--- src/hw/rtl/bgd_pkg.sv ---
// ----------------------------------------------------------------------------
// Button gesture detector package
// Shared payload types, gesture codes, register indexes and queue sizing.
// ----------------------------------------------------------------------------
package bgd_pkg;

  // Input transfer: one poll sample
  typedef struct packed {
    logic        pin_level;
    logic [31:0] now_ms;
  } in_t;

  // Output transfer: one gesture event
  typedef struct packed {
    logic [2:0] gesture;
    logic [7:0] clicks_seen;
    logic       last_of_tick;
  } out_t;

  // Gesture codes
  localparam logic [2:0] GestClick      = 3'd0;
  localparam logic [2:0] GestDouble     = 3'd1;
  localparam logic [2:0] GestMulti      = 3'd2;
  localparam logic [2:0] GestLongStart  = 3'd3;
  localparam logic [2:0] GestLongDuring = 3'd4;
  localparam logic [2:0] GestLongStop   = 3'd5;

  // Configuration register indexes
  localparam int unsigned CfgIdxW = 3;
  typedef enum logic [CfgIdxW-1:0] {
    RegPressedLevel   = 3'd0,
    RegDebounceMs     = 3'd1,
    RegClickWindowMs  = 3'd2,
    RegLongPressMs    = 3'd3,
    RegMaxClicks      = 3'd4,
    RegLongPressEn    = 3'd5
  } cfg_idx_e;

  localparam int unsigned CfgDataW = 16;

  typedef struct packed {
    logic        pressed_level;
    logic [15:0] debounce_ms;
    logic [15:0] click_window_ms;
    logic [15:0] long_press_ms;
    logic [7:0]  max_clicks;
    logic        long_press_enable;
  } cfg_t;

  // Events produced by one sample: up to two
  typedef struct packed {
    logic [1:0] count;
    out_t       first;
    out_t       second;
  } ev_pair_t;

  // Result queue sizing
  localparam int unsigned QDepth  = 4;
  localparam int unsigned QPtrW   = 2;
  localparam int unsigned QLevelW = 3;

endpackage

--- src/hw/rtl/bgd_core.sv ---
// ----------------------------------------------------------------------------
// Button gesture detector core
// Gesture state machine, phase timestamp and click tally; one sample a cycle while step_i is set.
// ----------------------------------------------------------------------------
module bgd_core import bgd_pkg::*; (
  input  logic     clk_i,
  input  logic     rst_ni,
  input  logic     step_i,
  input  in_t      item_i,
  input  cfg_t     cfg_i,
  output ev_pair_t ev_o
);

  typedef enum logic [2:0] {
    StIdle     = 3'd0,
    StPressed  = 3'd1,
    StPressRel = 3'd2,
    StCounting = 3'd3,
    StLong     = 3'd4,
    StLongRel  = 3'd5
  } state_e;

  state_e      state_q, state_d;
  logic [31:0] start_q, start_d;
  logic [7:0]  tally_q, tally_d;

  logic        pressed;
  logic [31:0] elapsed;
  logic        debounce_ok, window_ok, long_ok;

  assign pressed     = (item_i.pin_level == cfg_i.pressed_level);
  assign elapsed     = item_i.now_ms - start_q;
  assign debounce_ok = (elapsed >= {16'd0, cfg_i.debounce_ms});
  assign window_ok   = (elapsed >= {16'd0, cfg_i.click_window_ms});
  assign long_ok     = (elapsed >  {16'd0, cfg_i.long_press_ms});

  always_comb begin
    state_d = state_q;
    start_d = start_q;
    tally_d = tally_q;
    ev_o.count  = 2'd0;
    ev_o.first  = '{gesture: GestClick, clicks_seen: tally_q, last_of_tick: 1'b1};
    ev_o.second = '{gesture: GestLongDuring, clicks_seen: tally_q, last_of_tick: 1'b1};
    case (state_q)
      StIdle: begin
        if (pressed) begin
          state_d = StPressed;
          start_d = item_i.now_ms;
          tally_d = 8'd0;
        end
      end
      StPressed: begin
        if (pressed) begin
          if (cfg_i.long_press_enable && long_ok) begin
            ev_o.count              = 2'd2;
            ev_o.first.gesture      = GestLongStart;
            ev_o.first.last_of_tick = 1'b0;
            state_d                 = StLong;
          end
        end else if (debounce_ok) begin
          state_d = StPressRel;
          start_d = item_i.now_ms;
        end
      end
      StPressRel: begin
        if (!pressed && debounce_ok) begin
          tally_d = tally_q + 8'd1;
          state_d = StCounting;
        end
      end
      StCounting: begin
        if (pressed) begin
          state_d = StPressed;
          start_d = item_i.now_ms;
        end else if (window_ok || (tally_q == cfg_i.max_clicks)) begin
          ev_o.count = 2'd1;
          if (tally_q == 8'd1) begin
            ev_o.first.gesture = GestClick;
          end else if (tally_q == 8'd2) begin
            ev_o.first.gesture = GestDouble;
          end else begin
            ev_o.first.gesture = GestMulti;
          end
          state_d = StIdle;
          start_d = 32'd0;
          tally_d = 8'd0;
        end
      end
      StLong: begin
        if (pressed) begin
          if (cfg_i.long_press_enable) begin
            ev_o.count         = 2'd1;
            ev_o.first.gesture = GestLongDuring;
          end
        end else begin
          state_d = StLongRel;
          start_d = item_i.now_ms;
        end
      end
      StLongRel: begin
        if (!pressed && debounce_ok) begin
          if (cfg_i.long_press_enable) begin
            ev_o.count         = 2'd1;
            ev_o.first.gesture = GestLongStop;
          end
          state_d = StIdle;
          start_d = 32'd0;
          tally_d = 8'd0;
        end
      end
      default: begin
        state_d = StIdle;
        start_d = 32'd0;
        tally_d = 8'd0;
      end
    endcase
    if (!step_i) begin
      ev_o.count = 2'd0;
    end
  end

  always_ff @(posedge clk_i or negedge rst_ni) begin
    if (!rst_ni) begin
      state_q <= StIdle;
      start_q <= 32'd0;
      tally_q <= 8'd0;
    end else if (step_i) begin
      state_q <= state_d;
      start_q <= start_d;
      tally_q <= tally_d;
    end
  end

endmodule

--- src/hw/rtl/bgd_out_fifo.sv ---
// ----------------------------------------------------------------------------
// Button gesture detector result queue
// Four-entry queue taking up to two events a cycle and handing out one while the reader is ready.
// ----------------------------------------------------------------------------
module bgd_out_fifo import bgd_pkg::*; (
  input  logic               clk_i,
  input  logic               rst_ni,
  input  ev_pair_t           push_i,
  output logic [QLevelW-1:0] level_o,
  output logic               out_valid_o,
  input  logic               out_ready_i,
  output out_t               out_data_o
);

  out_t               mem_q [QDepth];
  logic [QPtrW-1:0]   wr_q, rd_q;
  logic [QLevelW-1:0] level_q;
  logic               pop;
  logic [QPtrW-1:0]   wr_next;

  assign level_o     = level_q;
  assign out_valid_o = (level_q != '0);
  assign out_data_o  = mem_q[rd_q];
  assign pop         = out_valid_o && out_ready_i;
  assign wr_next     = wr_q + QPtrW'(1);

  always_ff @(posedge clk_i) begin
    if (push_i.count != 2'd0) begin
      mem_q[wr_q] <= push_i.first;
    end
    if (push_i.count == 2'd2) begin
      mem_q[wr_next] <= push_i.second;
    end
  end

  always_ff @(posedge clk_i or negedge rst_ni) begin
    if (!rst_ni) begin
      wr_q    <= '0;
      rd_q    <= '0;
      level_q <= '0;
    end else begin
      wr_q    <= wr_q + QPtrW'(push_i.count);
      rd_q    <= rd_q + QPtrW'(pop);
      level_q <= level_q + QLevelW'(push_i.count) - QLevelW'(pop);
    end
  end

endmodule

--- src/hw/rtl/button_gesture_detector.sv ---
// ----------------------------------------------------------------------------
// Button gesture detector
// Turns poll samples of a button pin into click, double, multi and long events.
// ----------------------------------------------------------------------------
// Each input transfer is one poll sample (pin level and a millisecond
// timestamp). A sample is taken into an input register and, once the result
// queue has room, runs through the gesture state machine in a single pass:
// one 32-bit subtraction for elapsed time and three compares against the
// configured time thresholds. A sample can be accepted every cycle; it yields
// zero, one or two gesture events, which go into a four-entry result queue
// whose head drives the output transfer. The only thing that holds a sample
// back is the queue having fewer than two free entries, so sustained rate is
// one sample per cycle while events are taken as fast as they are produced,
// and one event per cycle at the output. Configuration registers are written
// through a plain write port and should only change while the block is idle.
// ----------------------------------------------------------------------------
module button_gesture_detector import bgd_pkg::*; (
  input  logic                clk_i,
  input  logic                rst_ni,
  // sample input
  input  logic                in_valid_i,
  output logic                in_ready_o,
  input  in_t                 in_data_i,
  // gesture output
  output logic                out_valid_o,
  input  logic                out_ready_i,
  output out_t                out_data_o,
  // configuration write port
  input  logic                cfg_we_i,
  input  logic [CfgIdxW-1:0]  cfg_idx_i,
  input  logic [CfgDataW-1:0] cfg_wdata_i
);

  cfg_t               cfg_q;
  logic               item_valid_q;
  in_t                item_q;
  logic               advance;
  logic [QLevelW-1:0] level;
  ev_pair_t           ev;

  // Configuration registers; writes to unused indexes are dropped
  always_ff @(posedge clk_i or negedge rst_ni) begin
    if (!rst_ni) begin
      cfg_q.pressed_level     <= 1'b0;
      cfg_q.debounce_ms       <= 16'd50;
      cfg_q.click_window_ms   <= 16'd400;
      cfg_q.long_press_ms     <= 16'd800;
      cfg_q.max_clicks        <= 8'd1;
      cfg_q.long_press_enable <= 1'b0;
    end else if (cfg_we_i) begin
      case (cfg_idx_e'(cfg_idx_i))
        RegPressedLevel:  cfg_q.pressed_level     <= cfg_wdata_i[0];
        RegDebounceMs:    cfg_q.debounce_ms       <= cfg_wdata_i;
        RegClickWindowMs: cfg_q.click_window_ms   <= cfg_wdata_i;
        RegLongPressMs:   cfg_q.long_press_ms     <= cfg_wdata_i;
        RegMaxClicks:     cfg_q.max_clicks        <= cfg_wdata_i[7:0];
        RegLongPressEn:   cfg_q.long_press_enable <= cfg_wdata_i[0];
        default: ;
      endcase
    end
  end

  // Advance the held sample only when the queue has room for two events,
  // so the worst case of a single sample always fits
  assign advance    = item_valid_q && (level <= QLevelW'(QDepth - 2));
  assign in_ready_o = !item_valid_q || advance;

  // Input register: hold the sample until the state machine takes it
  always_ff @(posedge clk_i or negedge rst_ni) begin
    if (!rst_ni) begin
      item_valid_q <= 1'b0;
    end else if (in_ready_o) begin
      item_valid_q <= in_valid_i;
    end
  end

  always_ff @(posedge clk_i) begin
    if (in_ready_o && in_valid_i) begin
      item_q <= in_data_i;
    end
  end

  bgd_core u_core (
    .clk_i  (clk_i),
    .rst_ni (rst_ni),
    .step_i (advance),
    .item_i (item_q),
    .cfg_i  (cfg_q),
    .ev_o   (ev)
  );

  bgd_out_fifo u_out_fifo (
    .clk_i       (clk_i),
    .rst_ni      (rst_ni),
    .push_i      (ev),
    .level_o     (level),
    .out_valid_o (out_valid_o),
    .out_ready_i (out_ready_i),
    .out_data_o  (out_data_o)
  );

  // An accepted sample sits in the input register in the next cycle
  assert property (@(posedge clk_i) disable iff (!rst_ni)
    in_valid_i && in_ready_o |=> item_valid_q)
    else $error("accepted sample not held in input register");

  // The queue never overfills
  assert property (@(posedge clk_i) disable iff (!rst_ni)
    level <= QLevelW'(QDepth))
    else $error("result queue overflow");

  // An event produced shows up at the output in the next cycle
  assert property (@(posedge clk_i) disable iff (!rst_ni)
    (ev.count != 2'd0) |=> out_valid_o)
    else $error("produced event not presented");

  // Events are only produced for a sample that is being processed
  assert property (@(posedge clk_i) disable iff (!rst_ni)
    (ev.count != 2'd0) |-> advance)
    else $error("event produced without a sample");

endmodule
--- config.mk ---
export PLATFORM = sky130hd
export DESIGN_NAME = button_gesture_detector
export DESIGN_NICKNAME = d
export VERILOG_FILES = /design/src/hw/rtl/bgd_pkg.sv /design/src/hw/rtl/bgd_core.sv /design/src/hw/rtl/bgd_out_fifo.sv /design/src/hw/rtl/button_gesture_detector.sv
export SDC_FILE = /design/constraint.sdc
export NUM_CORES = 1
export LEC_CHECK = 0
export BUFFER_PORTS_ARGS = -buffer_cell sky130_fd_sc_hd__buf_2
export CAP_MARGIN = 30
export CELL_PAD_IN_SITES_DETAIL_PLACEMENT = 0
export CELL_PAD_IN_SITES_GLOBAL_PLACEMENT = 1
export CORE_MARGIN = 2
export CORE_UTILIZATION = 34
export CTS_BUF_LIST = sky130_fd_sc_hd__clkbuf_2
export DETAILED_ROUTE_END_ITERATION = 8
export PLACE_DENSITY_LB_ADDON = 0.1
export SLEW_MARGIN = 10
export SYNTH_ARGS = -nofsm -noshare
export SYNTH_HDL_FRONTEND = slang
export SYNTH_SLANG_ARGS = --single-unit
--- constraint.sdc ---
create_clock -name clk_i -period 8.5 [get_ports clk_i]
set_input_delay 2.55 -clock clk_i [delete_from_list [all_inputs] [get_ports clk_i]]
set_output_delay 2.55 -clock clk_i [all_outputs]
set_load 0.005 [all_outputs]
* Word-level counts from Yosys, hierarchy flattened
Memory sizes are Yosys's and may differ from the RTL's.
Cells that the tools add are included.
Widths: inputs -> output; s select.
** Cells by class
- Add/sub/neg operators :: 7
- $lt $le $gt $ge :: 4
- Eq/ne operators :: 26
- Multiplexer cells :: 43
- Bitwise operators :: 2
- Reductions and logical operators :: 23
** Operators with widths (number)
- $mux 32 :: 7
- $pmux 32 s6 :: 1
- $ge 32x16->1 :: 2
- $mux 8 :: 5
- $pmux 8 s5 :: 1
- $gt 32x16->1 :: 1
- $sub 32x32->32 :: 1
- $mux 3 :: 10
- $mux 5 :: 5
- $pmux 5 s4 :: 1
- $pmux 3 s6 :: 1
- $reduce_and 8->1 :: 2
- $eq 3x2->1 const B :: 4
- $eq 3x3->1 const B :: 4
- $mux 4 :: 3
- $reduce_and 2->1 :: 6
- $ne 2x1->1 const B :: 5
- $add 8x1->8 const B :: 1
- $eq 8x1->1 const B :: 1
- $eq 8x2->1 const B :: 1
- $eq 8x8->1 :: 1
- $mux 1 :: 7
- $reduce_and 7->1 :: 1
- $eq 3x1->1 const B :: 2
- 20 further kinds :: 32
** Storage, ports and cells
- Flip-flop bits (word level) :: 142
- RAM bits :: 48
- Bits of input ports :: 57
- Output and inout port bits :: 14
- Memories :: 1
** Memory list
- u_out_fifo.mem_q :: words 4, width 12, read ports 1, clocked after Yosys merged registers in 0, wr ports 2, RTL line bgd_out_fifo.sv:15 : out_t mem_q [QDepth];

* Depth between registers and ports, before layout
Gate-level depths: netlist of the first run.
- Depth in word-level cells :: 10
- Depth in mapped cells :: 26
- Mapped depth without buffers :: 26

* Modules after synthesis
From an unflattened synthesis of the first run, not the netlist that was laid out.
** Unflattened totals
- Cell total of the unflattened synthesis :: 1092
- Area total of the unflattened synthesis :: 12201.7 um^2
** Modules (own cells, without submodules)
- bgd_core :: instances 1, cells each 766, area an instance 5939.4 um^2
- button_gesture_detector :: instances 1, cells each 168, area an instance 3390.8 um^2
- bgd_out_fifo :: instances 1, cells each 158, area an instance 2871.5 um^2

* Least setup slack after synthesis of the first run
No wires, ideal clock.
- Path kind :: reg2reg
- Start point :: register item_q[4] in the netlist's numbering
- End point :: register u_out_fifo.level_q[2], in the netlist u_out_fifo.level_o[2]
- Library setup time :: 123 ps
- Arrival :: 4195 ps
- Data required time :: 8377 ps
- Slack :: 4182 ps
- Cell stages (with the launch flop) :: 24
- Cells stage by stage :: edfxtp_1 > ha_1 > o211ai_1 > a21oi_1 > nor2_1 > o21ai_0 > nand2_1 > nand2_1 > a21oi_1 > xnor2_1 > ha_1 > a21o_1 > a21o_1 > a21oi_1 > o21ai_0 > a21oi_1 > a21oi_1 > nor2_1 > nor2_1 > nand2_1 > ha_1 > fa_1 > xor2_1 > xnor2_1
** On the way
- Cells in the longest elaborated chain, start to end :: 9
- Elaborated cells on any way between the ends :: 16
** Ends and longest elaborated chain
- start: declaration :: RTL line button_gesture_detector.sv:36 : in_t item_q;
- start signal: assignment :: RTL line button_gesture_detector.sv:79 : item_q <= in_data_i;
- $sub 32x32->32 * :: RTL line bgd_core.sv:32 : assign elapsed = item_i.now_ms - start_q;
- $ge 32x16->1 / $gt 32x16->1 (equally long branches) :: RTL line bgd_core.sv:34, bgd_core.sv:35
- $logic_or 1x1->1 / $logic_and 1x1->1 (equally long branches) :: RTL line bgd_core.sv:75, bgd_core.sv:54
- $mux 4 / $mux 5 (equally long branches) :: RTL line bgd_core.sv:75, bgd_core.sv:54
- $mux 5 (on tied branches) :: RTL line bgd_core.sv:72, bgd_core.sv:53
- $pmux 5 s4 * :: RTL line bgd_core.sv:44 : case (state_q)
- $mux 2 * :: RTL line bgd_core.sv:117 : if (!step_i) begin
- $add 3x2->3 * :: RTL line bgd_out_fifo.sv:44 : level_q <= level_q + QLevelW'(push_i.count) - QLevelW'(pop);
- $sub 3x1->3 * :: RTL line bgd_out_fifo.sv:44
- end signal: assignment :: RTL line bgd_out_fifo.sv:44
- end: declaration :: RTL line bgd_out_fifo.sv:17 : logic [QLevelW-1:0] level_q;
Every way passes the cells marked *; elsewhere a longest branch is shown, timed or not.
A chain may end at the register's enable or synchronous reset.

* Final worst setup path of the first run
- Start point :: register item_q[2] in the netlist's numbering
- End point :: register u_out_fifo.level_q[2], in the netlist u_out_fifo.level_o[2]
The elaborated chain is that of the path after synthesis.

==> impl_metrics.sql, run 1 <==
INSERT INTO impl_metrics (metric_group, metric, value, unit) VALUES
('logic_synthesis', 'syn-cell-area', '11300', 'sq um'),
('logic_synthesis', 'synth_seq_area_share', '44.35', '%'),
('placement', 'placedCellCount', '1586', ''),
('cells_and_area', 'fin_nets', '1310', ''),
('logic_synthesis', 'synth_adder_area_share', '9.987', '%'),
('logic_synthesis', 'synth.largest_area_cell', 'sky130_fd_sc_hd__dfrtp_1', ''),
('pwr', 'power_per_cell_area', '389.7', 'nW/um^2'),
('timing', 'worst_hold_slack', '0.5082', 'ns'),
('cells_and_area', 'layout-drive-gt1-share', '16.23', '%'),
('detailed_routing', 'routedWlPerCell', '16.84', 'microns'),
('cts', 'tritoncts.num_buffers', '17', ''),
('placement', 'buffer_ports.inserted', '70', ''),
('worst_setup_path', 'highest_net_fanout_along_the_worst_path', '4', ''),
('cells_and_area', 'finalNonFillerCells', '1622', ''),
('min_path', 'hold_path_class', 'reg2reg', ''),
('detailed_routing', 'drt_first_pass_iters', '5', ''),
('timing', 'rsz0062_at_grt', 'no', ''),
('detailed_routing', 'initialDrtViolationCount', '506', ''),
('logic_synthesis', 'yosysWarningCount', '0', ''),
('worst_setup_path', 'endpoint_kind', 'flip-flop', ''),
('cts', 'post_cts_resized', '0', ''),
('placement', 'detailed_place_hpwl', '20.11', 'mm'),
('logic_synthesis', 'synthMostInstantiatedCell', 'sky130_fd_sc_hd__nand2_1', ''),
('logic_synthesis', 'synthDominantCellAreaShare', '21.92', '%'),
('floorplan', 'fp.dieArea', '34710', 'sq um'),
('timing', 'timing.final.crit_share', '62.54', '%'),
('outcome', 'result_of_the_run', 'finished clean', ''),
('worst_setup_path', 'required_time_at_the_worst_slack_endpoint', '9.32', 'ns'),
('detailed_routing', 'detail_route.vias_per_cell', '4.969', ''),
('pwr', 'irDropWorstVdd', '0.1255', 'mV'),
('timing', 'finalCriticalPeriod', '5.316', 'ns'),
('timing', 'final_hold_viol_count', '0', ''),
('cts', 'cts_buffer_depth', '2', ''),
('grt', 'grtUsageTotal', '16.30', '%'),
('logic_synthesis', 'synth_xor_area_share', '2.868', '%'),
('floorplan', 'number_of_standard_cell_rows_in_the_floorplan', '66', ''),
('floorplan', 'placeableCoreArea', '32620', 'sq um'),
('cts', 'clk-insertion-delay-late', '0.89', 'ns'),
('logic_synthesis', 'synth_ff_type', 'sky130_fd_sc_hd__dfrtp_1', ''),
('cts', 'cts-htree-levels', '4', ''),
('logic_synthesis', 'number_of_synthesized_flops_with_an_enable_pin', '65', ''),
('cells_and_area', 'filler_cell_count', '3285', ''),
('floorplan', 'dieHeight', '186.3', 'microns'),
('detailed_routing', 'drt_drc_violations_left', '0', ''),
('run', 'cap_viol_max_count', '0', ''),
('timing', 'worst_clock_skew', '0.06340', 'ns'),
('logic_synthesis', 'post_synth_mux_area_share', '8.492', '%'),
('cells_and_area', 'seq_area', '5012', 'sq um'),
('detailed_routing', 'num_vias', '8060', ''),
('cts', 'cts_root_buffer', 'sky130_fd_sc_hd__clkbuf_2', ''),
('floorplan', 'initial_core_util', '34.65', '%'),
('logic_synthesis', 'synth_top_family_by_area', 'compound AO/OA/AOI/OAI gates', ''),
('logic_synthesis', 'synth.area.top_cells', 'sky130_fd_sc_hd__dfrtp_1, sky130_fd_sc_hd__edfxtp_1, sky130_fd_sc_hd__ha_1, sky130_fd_sc_hd__nand2_1, sky130_fd_sc_hd__a21oi_1', ''),
('timing', 'timing_worst_slew_pin_value', '0.8800', 'ns'),
('logic_synthesis', 'ys_ff_latch', '190', ''),
('cts', 'ctsHoldBuffers', '0', ''),
('floorplan', 'ioPinCount', '71', ''),
('logic_synthesis', 'area_share_of_and_or_nand_nor_cells_after_synthesis', '14.17', '%'),
('logic_synthesis', 'number_of_standard_cells_after_synthesis', '1102', ''),
('worst_setup_path', 'data_arrival_time_of_the_critical_path', '6.13', 'ns'),
('logic_synthesis', 'syn_nets', '1248', ''),
('worst_setup_path', 'critPathLaunchType', 'flip-flop', ''),
('grt', 'grt_pass1_vias', '8197', ''),
('logic_synthesis', 'synth_top_cells_by_count', 'sky130_fd_sc_hd__nand2_1, sky130_fd_sc_hd__dfrtp_1, sky130_fd_sc_hd__inv_1', ''),
('timing', 'number_of_pins_exceeding_their_max_slew_limit_in_the_final_report', '0', ''),
('logic_synthesis', 'netlist-cell-type-count', '89', ''),
('timing', 'setup_tns', '0', 'ns'),
('placement', 'last_weighted_congestion_value_of_the_routability_driven_placer', '0.8031', ''),
('cts', 'clock_tree_from_tritoncts', 'done', ''),
('detailed_routing', 'detail_route.wirelength', '27.31', 'mm'),
('worst_setup_path', 'criticalPathCategory', 'reg2reg', '');
logic make-up after synthesis:
family | count (synthesis)
flip-flops | 190
XOR/XNOR | 37
buffers and inverters | 132
AO/OA/AOI/OAI | 255
multiplexers | 77
AND/OR/NAND/NOR | 322
adder cells (fa/ha/maj) | 89
report_power, final:
part	total (mW)	switching, mW	internal, mW	leakage, nW
combinational	2.95	1.75	1.20	3.09
sequential	1.39	0.187	1.21	2.08
clock	0.500	0.391	0.108	0.157
total	4.85	2.33	2.52	5.33
area by class of cell:
type	count	share of cell area, %
Clock inverter	15	1.499
Timing Repair Buffer	79	3.431
Clock buffer	17	0.6841
Inverter	96	2.897
Multi-Input combinational cell	780	46.68
Tap cell	442	4.447
Sequential cell	190	40.30
Antenna cell	3	0.06036
stage by stage:
stage	utilization (%)	worst slack, ns	power, mW
finish	38.13	3.184	4.847
global route	38.13	2.733	5.355
CTS	38.04	3.110	4.915
detailed placement	37.21	3.259	4.388
global placement	37.18	3.230	4.371
floorplan	-	4.182	3.589
registers in the layout, indices dropped and copies added (netlist names):
signal,cells
cfg_q,58
u_out_fifo.level_o,3
item_valid_q,1
u_out_fifo.wr_q,2
u_core.state_q,3
u_core.start_q,32
u_core.tally_q,8
item_q,33
u_out_fifo.rd_q,2
u_out_fifo.mem_q,48
metal layers:
metal  vias up  part of all wire [%]  track usage, %
met4         0                  0.88           3.538
met5         -                     0               0
met2       110                    47           27.01
li1       4068                     -               -
met1      3870                    49           22.12
met3        12                   3.0           3.141
critical path: stages (launching register included):
cell and delay [ns]:
sky130_fd_sc_hd__edfxtp_1 0.49, sky130_fd_sc_hd__ha_1 0.37, sky130_fd_sc_hd__o211ai_1 0.11, sky130_fd_sc_hd__a21oi_1 0.27, sky130_fd_sc_hd__nor2_1 0.12, sky130_fd_sc_hd__o21ai_0 0.27
sky130_fd_sc_hd__nand2_1 0.13, sky130_fd_sc_hd__nand2_1 0.08, sky130_fd_sc_hd__a21oi_1 0.08, sky130_fd_sc_hd__xnor2_1 0.44, sky130_fd_sc_hd__ha_1 0.22, sky130_fd_sc_hd__a21o_1 0.11
sky130_fd_sc_hd__a21o_1 0.11, sky130_fd_sc_hd__a21oi_1 0.06, sky130_fd_sc_hd__o21ai_0 0.16, sky130_fd_sc_hd__a21oi_1 0.06, sky130_fd_sc_hd__a21oi_1 0.55, sky130_fd_sc_hd__nor2_1 0.09
sky130_fd_sc_hd__nor2_1 0.28, sky130_fd_sc_hd__nand2_1 0.17, sky130_fd_sc_hd__ha_1 0.33, sky130_fd_sc_hd__fa_1 0.44, sky130_fd_sc_hd__xor2_1 0.17, sky130_fd_sc_hd__xnor2_1 0.14
final timing paths:
| check | start | end | slack [ns] | cells after the start |
|---|---|---|---|---|
| hold / removal | u_out_fifo.mem_q[0][0] | u_out_fifo.mem_q[0][0] | 0.51 | 1 |
| setup / recovery | item_q[2] | u_out_fifo.level_o[2] | 3.18 | 23 |
| hold reg to reg | u_out_fifo.mem_q[0][0] | u_out_fifo.mem_q[0][0] | 0.51 | 1 |
| setup reg to reg | item_q[2] | u_out_fifo.level_o[2] | 3.18 | 23 |
| max in group asynchronous | rst_ni | u_core.start_q[25] | 5.70 | 3 |
| min in group asynchronous | rst_ni | u_core.tally_q[6] | 1.64 | 1 |
layout by cell type (no fill, tap or decap), types with 8 or more instances in the layout:
master and instances:
sky130_fd_sc_hd__nand2_1 129, sky130_fd_sc_hd__dfrtp_1 99, sky130_fd_sc_hd__inv_1 96, sky130_fd_sc_hd__ha_1 87
sky130_fd_sc_hd__a21oi_1 75, sky130_fd_sc_hd__buf_2 70, sky130_fd_sc_hd__edfxtp_1 65, sky130_fd_sc_hd__o21ai_0 57
sky130_fd_sc_hd__nor2_1 46, sky130_fd_sc_hd__and2_1 39, sky130_fd_sc_hd__mux2i_1 34, sky130_fd_sc_hd__mux2_2 30
sky130_fd_sc_hd__a21o_1 21, sky130_fd_sc_hd__xor2_1 19, sky130_fd_sc_hd__xnor2_1 18, sky130_fd_sc_hd__clkbuf_2 17
sky130_fd_sc_hd__nand3_1 16, sky130_fd_sc_hd__dfxtp_1 16, sky130_fd_sc_hd__nand2b_1 15, sky130_fd_sc_hd__o21ai_1 14
sky130_fd_sc_hd__nand4_1 13, sky130_fd_sc_hd__nor3_1 12, sky130_fd_sc_hd__mux4_2 12, sky130_fd_sc_hd__or3_1 10
sky130_fd_sc_hd__dfstp_2 10, sky130_fd_sc_hd__a31oi_1 9, sky130_fd_sc_hd__o2111ai_1 8
Power figures use the tool's default switching activity.
==> inputs of run 2 (changes only) <==
==> constraint.sdc (replaced) <==
create_clock -name clk_i -period 4.75 [get_ports clk_i]
set_input_delay 1.425 -clock clk_i [delete_from_list [all_inputs] [get_ports clk_i]]
set_output_delay 1.425 -clock clk_i [all_outputs]
set_load 0.005 [all_outputs]
==> impl_metrics.sql, run 2 (same netlist as run 1, synthesis figures left out) <==
INSERT INTO impl_metrics (metric_group, metric, value, unit) VALUES
('outcome', 'result_of_the_run', 'finished clean', ''),
('floorplan', 'chipWidth', '186.3', 'microns'),
('grt', 'grt_pass1_vias', '8383', ''),
('timing', 'worst_slew_margin_relative_to_its_limit', '44.59', '%'),
('worst_setup_path', 'criticalPathCategory', 'reg2reg', ''),
('detailed_routing', 'route.antenna.remaining_nets', '0', ''),
('min_path', 'hold_path_class', 'in2async', ''),
('cells_and_area', 'final_cell_mix', 'sky130_fd_sc_hd__nand2_1, sky130_fd_sc_hd__dfrtp_1, sky130_fd_sc_hd__inv_1, sky130_fd_sc_hd__ha_1, sky130_fd_sc_hd__a21oi_1', ''),
('timing', 'finalSetupViolCount', '0', ''),
('cts', 'ctsHoldBuffers', '0', ''),
('grt', 'grt_pass1_wl', '45.32', 'mm'),
('cells_and_area', 'leading_registers_by_flop_count', 'cfg_q x58, u_out_fifo.mem_q x48, item_q x33', ''),
('worst_setup_path', 'reg2reg_from', 'u_core.start_q[0]', ''),
('run', 'cap_viol_max_count', '0', ''),
('cells_and_area', 'filler_cell_count', '3295', ''),
('detailed_routing', 'num_vias', '8180', ''),
('floorplan', 'initial_core_util', '34.65', '%'),
('pwr', 'power_per_cell_area', '713.3', 'nW/um^2'),
('timing', 'timing_worst_slew_pin_value', '0.8311', 'ns'),
('detailed_routing', 'detail_route.vias_per_cell', '4.889', ''),
('cells_and_area', 'fin_nets', '1362', ''),
('pwr', 'irDropWorstVdd', '0.2142', 'mV'),
('grt', 'grtUsageTotal', '16.41', '%'),
('worst_setup_path', 'crit-reg2reg-capture', 'u_core.tally_q[6]', ''),
('grt', 'grt_overflow_total', '0', ''),
('placement', 'place_worst_setup_slack', '0.03992', 'ns'),
('cts', 'cts_buffer_depth', '2', ''),
('cts', 'tritoncts.num_buffers', '17', ''),
('cells_and_area', 'largest_reg_flops', '58', ''),
('floorplan', 'number_of_standard_cell_rows_in_the_floorplan', '66', ''),
('worst_setup_path', 'required_time_at_the_worst_slack_endpoint', '5.54', 'ns'),
('cells_and_area', 'seq_area', '5012', 'sq um'),
('detailed_routing', 'detail_route.wirelength', '27.32', 'mm'),
('worst_setup_path', 'critPathLaunchType', 'flip-flop', ''),
('floorplan', 'ioPinCount', '71', ''),
('placement', 'last_weighted_congestion_value_of_the_routability_driven_placer', '0.7932', ''),
('pwr', 'total_leakage_power', '5.636', 'nW'),
('grt', 'grt_start_max_net_pins', '72', ''),
('timing', 'timing.final.crit_share', '92.53', '%'),
('cts', 'cts-htree-levels', '4', ''),
('worst_setup_path', 'data_arrival_time_of_the_critical_path', '5.19', 'ns'),
('detailed_routing', 'initialDrtViolationCount', '385', ''),
('cells_and_area', 'multi_input_comb_area', '5977', 'sq um'),
('worst_setup_path', 'reg2regPathDepth', '20', ''),
('cts', 'clock_tree_from_tritoncts', 'done', ''),
('grt', 'initial_antenna_violation_count', '2', ''),
('timing', 'final_hold_viol_count', '0', ''),
('worst_setup_path', 'r2r_setup_slack', '0.35', 'ns'),
('placement', 'placedCellCount', '1630', ''),
('cts', 'cts_root_buffer', 'sky130_fd_sc_hd__clkbuf_2', ''),
('timing', 'finalCriticalPeriod', '4.395', 'ns'),
('floorplan', 'dieHeight', '186.3', 'microns'),
('cts', 'clk-insertion-delay-late', '0.88', 'ns'),
('cells_and_area', 'largest_register', 'cfg_q', ''),
('placement', 'buffer_ports.inserted', '70', ''),
('timing', 'number_of_pins_exceeding_their_max_slew_limit_in_the_final_report', '0', ''),
('cells_and_area', 'finalNonFillerCells', '1673', ''),
('detailed_routing', 'drt_first_pass_iters', '4', ''),
('timing', 'setup_tns', '0', 'ns'),
('timing', 'fin_ws', '0.3548', 'ns'),
('cells_and_area', 'final_common_cell', 'sky130_fd_sc_hd__nand2_1', ''),
('floorplan', 'placeableCoreArea', '32620', 'sq um'),
('timing', 'worst_hold_slack', '0.4786', 'ns'),
('cells_and_area', 'layout-drive-gt1-share', '21.64', '%'),
('detailed_routing', 'drt_drc_violations_left', '0', ''),
('worst_setup_path', 'highest_net_fanout_along_the_worst_path', '7', ''),
('detailed_routing', 'routedWlPerCell', '16.33', 'microns'),
('cells_and_area', 'area.growth.synth_to_final', '15.12', '%'),
('cells_and_area', 'core_utilization_of_the_finished_layout', '39.88', '%'),
('worst_setup_path', 'endpoint_kind', 'flip-flop', ''),
('cts', 'worst_setup_hold_path_clk_slew', '0.32', 'ns'),
('timing', 'clock.fmax', '227.5', 'MHz'),
('floorplan', 'fp.dieArea', '34710', 'sq um'),
('cts', 'cts_num_sinks', '190', ''),
('timing', 'worst_clock_skew', '0.06258', 'ns'),
('placement', 'detailed_place_hpwl', '20.48', 'mm');
## run 2: cell count changes in the layout (fill, tap and decap cells not counted), moves of 2 or more
| cell | previous run | this run |
|---|---|---|
| sky130_fd_sc_hd__a21oi_1 | 75 | 73 |
| sky130_fd_sc_hd__a21oi_2 | 3 | 5 |
| sky130_fd_sc_hd__buf_4 | 7 | 60 |
| sky130_fd_sc_hd__clkinv_8 | 5 | 3 |
| sky130_fd_sc_hd__ha_1 | 87 | 83 |
| sky130_fd_sc_hd__ha_4 | 0 | 3 |
| sky130_fd_sc_hd__inv_12 | 2 | 0 |
| sky130_fd_sc_hd__inv_8 | 1 | 3 |
| sky130_fd_sc_hd__xnor2_1 | 18 | 15 |
| sky130_fd_sc_hd__xnor2_2 | 0 | 3 |
| sky130_fd_sc_hd__xor2_1 | 19 | 15 |
| sky130_fd_sc_hd__xor2_2 | 0 | 3 |
## run 2: timing repair
item,4_1_cts,5_1_grt
gates resized for setup,0,27
buffers inserted,0,9
setup endpoints to repair,0,118
## run 2: layer usage
layer	track usage (%)	vias to the layer above	routed length, microns
li1	-	4167	-
met1	22.94	3905	13640
met2	26.39	95	12660
met3	2.934	13	753
met4	3.908	0	270
met5	0	-	0
## run 2: worst max-delay path: stages, from the launching register on
cell and delay (ns):
sky130_fd_sc_hd__dfrtp_1 0.45, sky130_fd_sc_hd__ha_1 0.20, sky130_fd_sc_hd__fa_1 0.41, sky130_fd_sc_hd__nand2b_1 0.19
sky130_fd_sc_hd__a21oi_2 0.16, sky130_fd_sc_hd__buf_4 0.14, sky130_fd_sc_hd__o21ai_0 0.14, sky130_fd_sc_hd__xnor2_2 0.29
sky130_fd_sc_hd__ha_1 0.29, sky130_fd_sc_hd__o2111a_1 0.25, sky130_fd_sc_hd__a2111oi_2 0.36, sky130_fd_sc_hd__buf_4 0.18
sky130_fd_sc_hd__o211a_2 0.19, sky130_fd_sc_hd__buf_4 0.11, sky130_fd_sc_hd__a41oi_1 0.12, sky130_fd_sc_hd__nor2_2 0.18
sky130_fd_sc_hd__buf_4 0.16, sky130_fd_sc_hd__a2111oi_4 0.06, sky130_fd_sc_hd__buf_4 0.19, sky130_fd_sc_hd__a41oi_1 0.20
sky130_fd_sc_hd__a31oi_1 0.06
## run 2: through the flow
stage	total power, mW	cell area [sq um]
finish	9.281	13010
floorplan	6.421	11300
global placement	8.165	12490
CTS	9.118	12770
detailed placement	8.163	12500
global route	10.26	13010
## run 2: worst max path at each step
stage | startpoint | endpoint | slack (ns) | cells past startpoint
after CTS | item_q[0] | u_out_fifo.level_o[2] | 0.02 | 23
after global routing | item_q[2] | u_out_fifo.level_o[2] | -0.03 | 24
after global placement | item_q[4] | u_out_fifo.level_o[2] | 0.11 | 24
after floorplan | item_q[4] | u_out_fifo.level_o[2] | 0.43 | 23
final | u_core.start_q[0] | u_core.tally_q[6] | 0.35 | 20
after detailed placement | item_q[3] | u_out_fifo.level_o[2] | 0.04 | 24
## run 2: power by group
part | switching (mW) | internal, mW | leakage [nW]
registers | 0.334 | 2.16 | 2.08
logic | 3.27 | 2.61 | 3.40
clock network | 0.678 | 0.229 | 0.155
total | 4.29 | 4.99 | 5.64
## run 2: cell type report
cell class	count	area share [%]
Timing Repair Buffer	131	6.424
Antenna cell	2	0.03847
Inverter	96	2.770
Sequential cell	190	38.53
Clock buffer	17	0.6540
Multi-Input combinational cell	780	45.94
Clock inverter	15	1.394
Tap cell	442	4.251
